File: src/sv/tcfe_pkg.sv
package tcfe_pkg;

    localparam int ADDR_W = 11;
    localparam int DATA_W = 8;
    localparam int OPC_W  = 5;
    localparam int IR_W   = 16;

    // Span of an 11-bit address; stores are indexed modulo their depth.
    localparam int ADDR_SPAN = 2048;

    localparam int MEM_DEPTH_DEF = 2048;
    localparam int IO_DEPTH_DEF  = 32;

    localparam logic [1:0] REQ_LOAD     = 2'd0;
    localparam logic [1:0] REQ_STEP     = 2'd1;
    localparam logic [1:0] REQ_READ_MEM = 2'd2;
    localparam logic [1:0] REQ_READ_IO  = 2'd3;

    localparam logic [OPC_W-1:0] OP_WM  = 5'h01;
    localparam logic [OPC_W-1:0] OP_RM  = 5'h02;
    localparam logic [OPC_W-1:0] OP_BR  = 5'h03;
    localparam logic [OPC_W-1:0] OP_RIO = 5'h04;
    localparam logic [OPC_W-1:0] OP_WIO = 5'h05;
    localparam logic [OPC_W-1:0] OP_WB  = 5'h06;
    localparam logic [OPC_W-1:0] OP_WIB = 5'h07;
    localparam logic [OPC_W-1:0] OP_EOP = 5'h1F;

    typedef enum logic [2:0] {
        S_IDLE,
        S_ACCESS,
        S_FETCH_LO,
        S_EXEC,
        S_FINISH
    } state_t;

    // One access to a store: address is the raw 11-bit value, reduced inside.
    typedef struct packed {
        logic              re;
        logic              we;
        logic [ADDR_W-1:0] addr;
        logic [DATA_W-1:0] wdata;
    } store_req_t;

endpackage

File: src/sv/tcfe_io_mem.sv
module tcfe_io_mem #(
    parameter int DEPTH = tcfe_pkg::IO_DEPTH_DEF
) (
    input  logic                        clk,
    input  logic                        rst_n,
    input  tcfe_pkg::store_req_t        req,
    output logic [tcfe_pkg::DATA_W-1:0] rdata,
    output logic                        busy
);

    localparam int AW    = $clog2(DEPTH);
    localparam int STEPS = $clog2((tcfe_pkg::ADDR_SPAN + DEPTH - 1) / DEPTH);

    logic [tcfe_pkg::DATA_W-1:0] mem [DEPTH];
    logic [AW:0]                 clr_cnt_reg;
    logic [AW:0]                 clr_cnt_next;
    logic [AW-1:0]               idx;
    logic [AW-1:0]               waddr;
    logic [tcfe_pkg::DATA_W-1:0] wdata;
    logic                        we;

    function automatic logic [AW-1:0] io_index(input logic [tcfe_pkg::ADDR_W-1:0] a);
        logic [tcfe_pkg::ADDR_W:0] r;
        r = {1'b0, a};
        for (int k = STEPS - 1; k >= 0; k--) begin
            if (32'(r) >= (DEPTH << k)) begin
                r = r - (tcfe_pkg::ADDR_W + 1)'(DEPTH << k);
            end
        end
        return r[AW-1:0];
    endfunction

    assign idx  = io_index(req.addr);
    assign busy = (clr_cnt_reg != (AW + 1)'(DEPTH));

    // Sweep zeros through every entry after reset.
    always_comb
    begin
        clr_cnt_next = clr_cnt_reg;
        if (busy) begin
            clr_cnt_next = clr_cnt_reg + (AW + 1)'(1);
            waddr        = clr_cnt_reg[AW-1:0];
            wdata        = '0;
            we           = 1'b1;
        end else begin
            waddr = idx;
            wdata = req.wdata;
            we    = req.we;
        end
    end

    always_ff @(posedge clk or negedge rst_n)
    begin
        if (!rst_n) begin
            clr_cnt_reg <= '0;
        end else begin
            clr_cnt_reg <= clr_cnt_next;
        end
    end

    always_ff @(posedge clk)
    begin
        if (we) begin
            mem[waddr] <= wdata;
        end
        if (req.re) begin
            rdata <= mem[idx];
        end
    end

endmodule

File: config.mk
export PLATFORM = sky130hd
export DESIGN_NAME = tcfe_io_mem
export DESIGN_NICKNAME = d
export VERILOG_FILES = /design/src/sv/tcfe_pkg.sv /design/src/sv/tcfe_io_mem.sv
export SDC_FILE = /design/constraint.sdc
export NUM_CORES = 1
export LEC_CHECK = 0
export BUFFER_PORTS_ARGS = -buffer_cell sky130_fd_sc_hd__buf_2
export CAP_MARGIN = 20
export CORE_ASPECT_RATIO = 0.7
export CORE_UTILIZATION = 65
export DETAILED_ROUTE_END_ITERATION = 6
export HOLD_SLACK_MARGIN = 0.05
export PLACE_DENSITY = 0.83
export SLEW_MARGIN = 40
export SYNTH_ARGS = -nofsm -noshare
export SYNTH_HDL_FRONTEND = slang
export SYNTH_SLANG_ARGS = --single-unit
File: constraint.sdc
create_clock -name clk -period 8.9 [get_ports clk]
set_input_delay 1.78 -clock clk [delete_from_list [all_inputs] [get_ports clk]]
set_output_delay 1.78 -clock clk [all_outputs]
set_load 0.02 [all_outputs]
==> metrics <==
R2R depth=5; Post-Synth XOR/XNOR Area=0.408%; Final Cycle Share=47.4%; final net count=527; sequential share of the synthesized area=75.3%; Largest register FFs=256; Crit path depth=6; CP required=7.12 ns; Final min period=4.22 ns; Leakage=0.00379 µW; CTS tree=yes; Mapped Nets=493; reg2reg end=mem[15][3]$_DFFE_PP_; area grow syn2layout=17.0%; CORE AREA=15800 µm²; first-pass GRT wire length=35100 µm; Buf/Inv on CP=3; Setup Crit Path Kind=flop to output port; drt first-iter violations=629; via count=5320; post-DP HPWL=13900 µm; Core Rows=38; Setup Slack @ Placement=4.26 ns; GR Overflow Total=0; clk_skew=0.0213 ns; vias in the first global route=5299; Synth top area share=73.9%; Post-synth EDFFs=264; Yosys reg bits=270; Area contributors post-synth=edfxtp_1 74%, mux4_2 17%, a2111oi_0 2.6%; vias per cell=7.19; Final Max Tran Viols=0; Final ANT Viol Nets=0; mux contribution to synthesized area=17.7%; DRC viols=0; CTS H-Tree Depth=1; FFs w/ async S/R, synth=2.22%; CP top delay family=simple AND/OR/NAND/NOR gates; Final Hold Viols=0; maximum clock path buffer count=3; maximum VDD drop=0.171 mV; CP Launch Point=clr_cnt_reg[0]$_DFFE_PN0P_; Mapped Cells=468; largest net degree at the start of global routing=69; transition time of the tightest slew-check pin=0.869 ns; relative slew slack=41.9%; fillers=749; Synth Area in Compound Gates=3.39%; PD cells=213 nW/µm²; initial core utilization=68.0%; reg2reg start=clr_cnt_reg[0]$_DFFE_PN0P_; cts hold-fix bufs=0; Antenna diodes=0; Synth Area in Simple Gates=1.31%; Netlist Area Pre-Place=10700 µm²; antenna violations before repair=2; Post-Synth Adder-Cell Area=0.233%; I/O Pins=32; share of power burned in the clock network=42.0%; Max-Cap Viols=0; port bufs=25; Netlist cell types=26; Post-synth top cells=264 x edfxtp_1, 80 x mux4_2, 32 x a2111oi_0, 22 x clkbuf_1, 10 x and3_1; syn avg cell area=22.9 µm²; Yosys top cell by area=edfxtp_1; die height=109 µm; CTS sink count=270; post-route setup slack=4.68 ns; Placed Area=11700 µm²; post-route cell area=12600 µm²; Final setup viols=0; Die Width=156 µm; TritonRoute pass-1 iters=5; Switching Share=20.0%; switching pwr=535 µW; Synthesis Warnings=0; Critical Path AT=2.44 ns; most frequent cell after synthesis=edfxtp_1; die area=17000 µm²; total setup buffers inserted after CTS=0; final wirelength=23900 µm; Final GP Congestion=0.803; Reg power frac=52.4%; Critical Path Source Type=flop; Clock Pin Slew Worst Setup and Hold Paths=0.07 ns; main combinational cell family by area after synthesis=multiplexers; slowest stage delay, CP=0.52 ns; cts repair resizes=0; Max Clk Rate=0.237 GHz; outcome=complete, no violations; layout cell share with drive strength beyond 1=40.2%; CP cell instances=inv_1 > ha_1 > and3b_2 > and2_1 > inv_1 > buf_2; CP endpoint kind=output port; CP endpoint=busy; predominant post-synthesis flop cell=edfxtp_1; largest fanout on the critical path=21; drt wl/cell=32.3 µm; slowest cell on the critical path=and3b_2; Setup TNS=0 ns; All-Layer GR Usage=30.3%; P_int=2140 µW; root buffer cell=clkbuf_16; RSZ-0062 raised after global routing=false; R2R Setup Slk=5.37 ns; CTS buffer count=24; crit-path most repeated cell=inv_1; Clk Latency, worst-skew pair=0.52 ns; worst hold path class=flop to flop; Gate power share=5.6%
[power groups by stage]
stage	clock network (µW)	registers, µW	logic, µW
finish	1120	1400	150
global route	1180	1400	157
CTS	1130	1400	150
detailed placement	0	1430	147
global placement	0	1430	127
floorplan	0	1440	81.8
[layout by cell type (no fill, tap or decap), drive strengths merged, types with 2 or more instances in the layout]
| cell type | count |
|---|---|
| a211o | 4 |
| clkinv | 6 |
| inv | 5 |
| and3 | 10 |
| a31o | 2 |
| clkbuf | 33 |
| ha | 2 |
| mux2 | 9 |
| a31oi | 2 |
| bufinv | 5 |
| mux4 | 80 |
| xnor2 | 5 |
| dfrtp | 6 |
| nand3 | 5 |
| edfxtp | 264 |
| and3b | 2 |
| a2111oi | 32 |
| nor2 | 2 |
| buf | 40 |
[worst min path at each step]
stage / startpoint / endpoint / cells past startpoint
final: clr_cnt_reg[4]$_DFFE_PN0P_ / clr_cnt_reg[4]$_DFFE_PN0P_ / 1
after global routing: clr_cnt_reg[4]$_DFFE_PN0P_ / clr_cnt_reg[4]$_DFFE_PN0P_ / 1
after CTS: clr_cnt_reg[4]$_DFFE_PN0P_ / clr_cnt_reg[4]$_DFFE_PN0P_ / 1
after detailed placement: clr_cnt_reg[5]$_DFFE_PN0P_ / clr_cnt_reg[5]$_DFFE_PN0P_ / 1
after global placement: clr_cnt_reg[5]$_DFFE_PN0P_ / clr_cnt_reg[5]$_DFFE_PN0P_ / 1
after floorplan: clr_cnt_reg[5]$_DFFE_PN0P_ / clr_cnt_reg[5]$_DFFE_PN0P_ / 1
[final cells by class]
class / count / area, µm² / area share (%)
Inverter: 5 / 18.8 / 0.150
Sequential cell: 270 / 8080 / 64.4
Timing Repair Buffer: 40 / 283 / 2.25
Multi-Input combinational cell: 161 / 3030 / 24.2
Tap cell: 220 / 275 / 2.19
Clock inverter: 11 / 176 / 1.41
Clock buffer: 33 / 686 / 5.46
[layer usage]
layer	wire length (µm)	GRT usage [%]	vias up
met4	415	7.00	0
met3	2860	5.20	35
met1	9520	46.8	2784
met2	11100	46.5	376
li1	-	-	2125
met5	0	0	-
[worst register-to-register path, cell delays in order, from the launching register on]
cell       delay, ns
dfrtp_1         0.48
inv_1           0.17
ha_1            0.25
and3b_2         0.52
nand3_1         0.73
a2111oi_4       1.00
[per-stage QoR]
stage | std cells | utilization (%) | hold WS, ns | total power [µW]
2_1_floorplan | 468 | - | 0.480 | 1520
3_3_place_gp | 691 | 71.3 | 0.514 | 1560
3_5_place_dp | 695 | 73.9 | 0.572 | 1580
4_1_cts | 739 | 79.4 | 0.595 | 2690
5_1_grt | 740 | 79.5 | 0.615 | 2740
6_report | 740 | 79.5 | 0.596 | 2680
[kinds of logic after synthesis]
kind of cell / count (synthesis)
XOR/XNOR: 5
adder cells (fa/ha/maj): 2
AO/OA/AOI/OAI: 42
buffers and inverters: 37
AND/OR/NAND/NOR: 23
flip-flops: 270
multiplexers: 89
No activity file was read; power rests on OpenSTA's default activity.
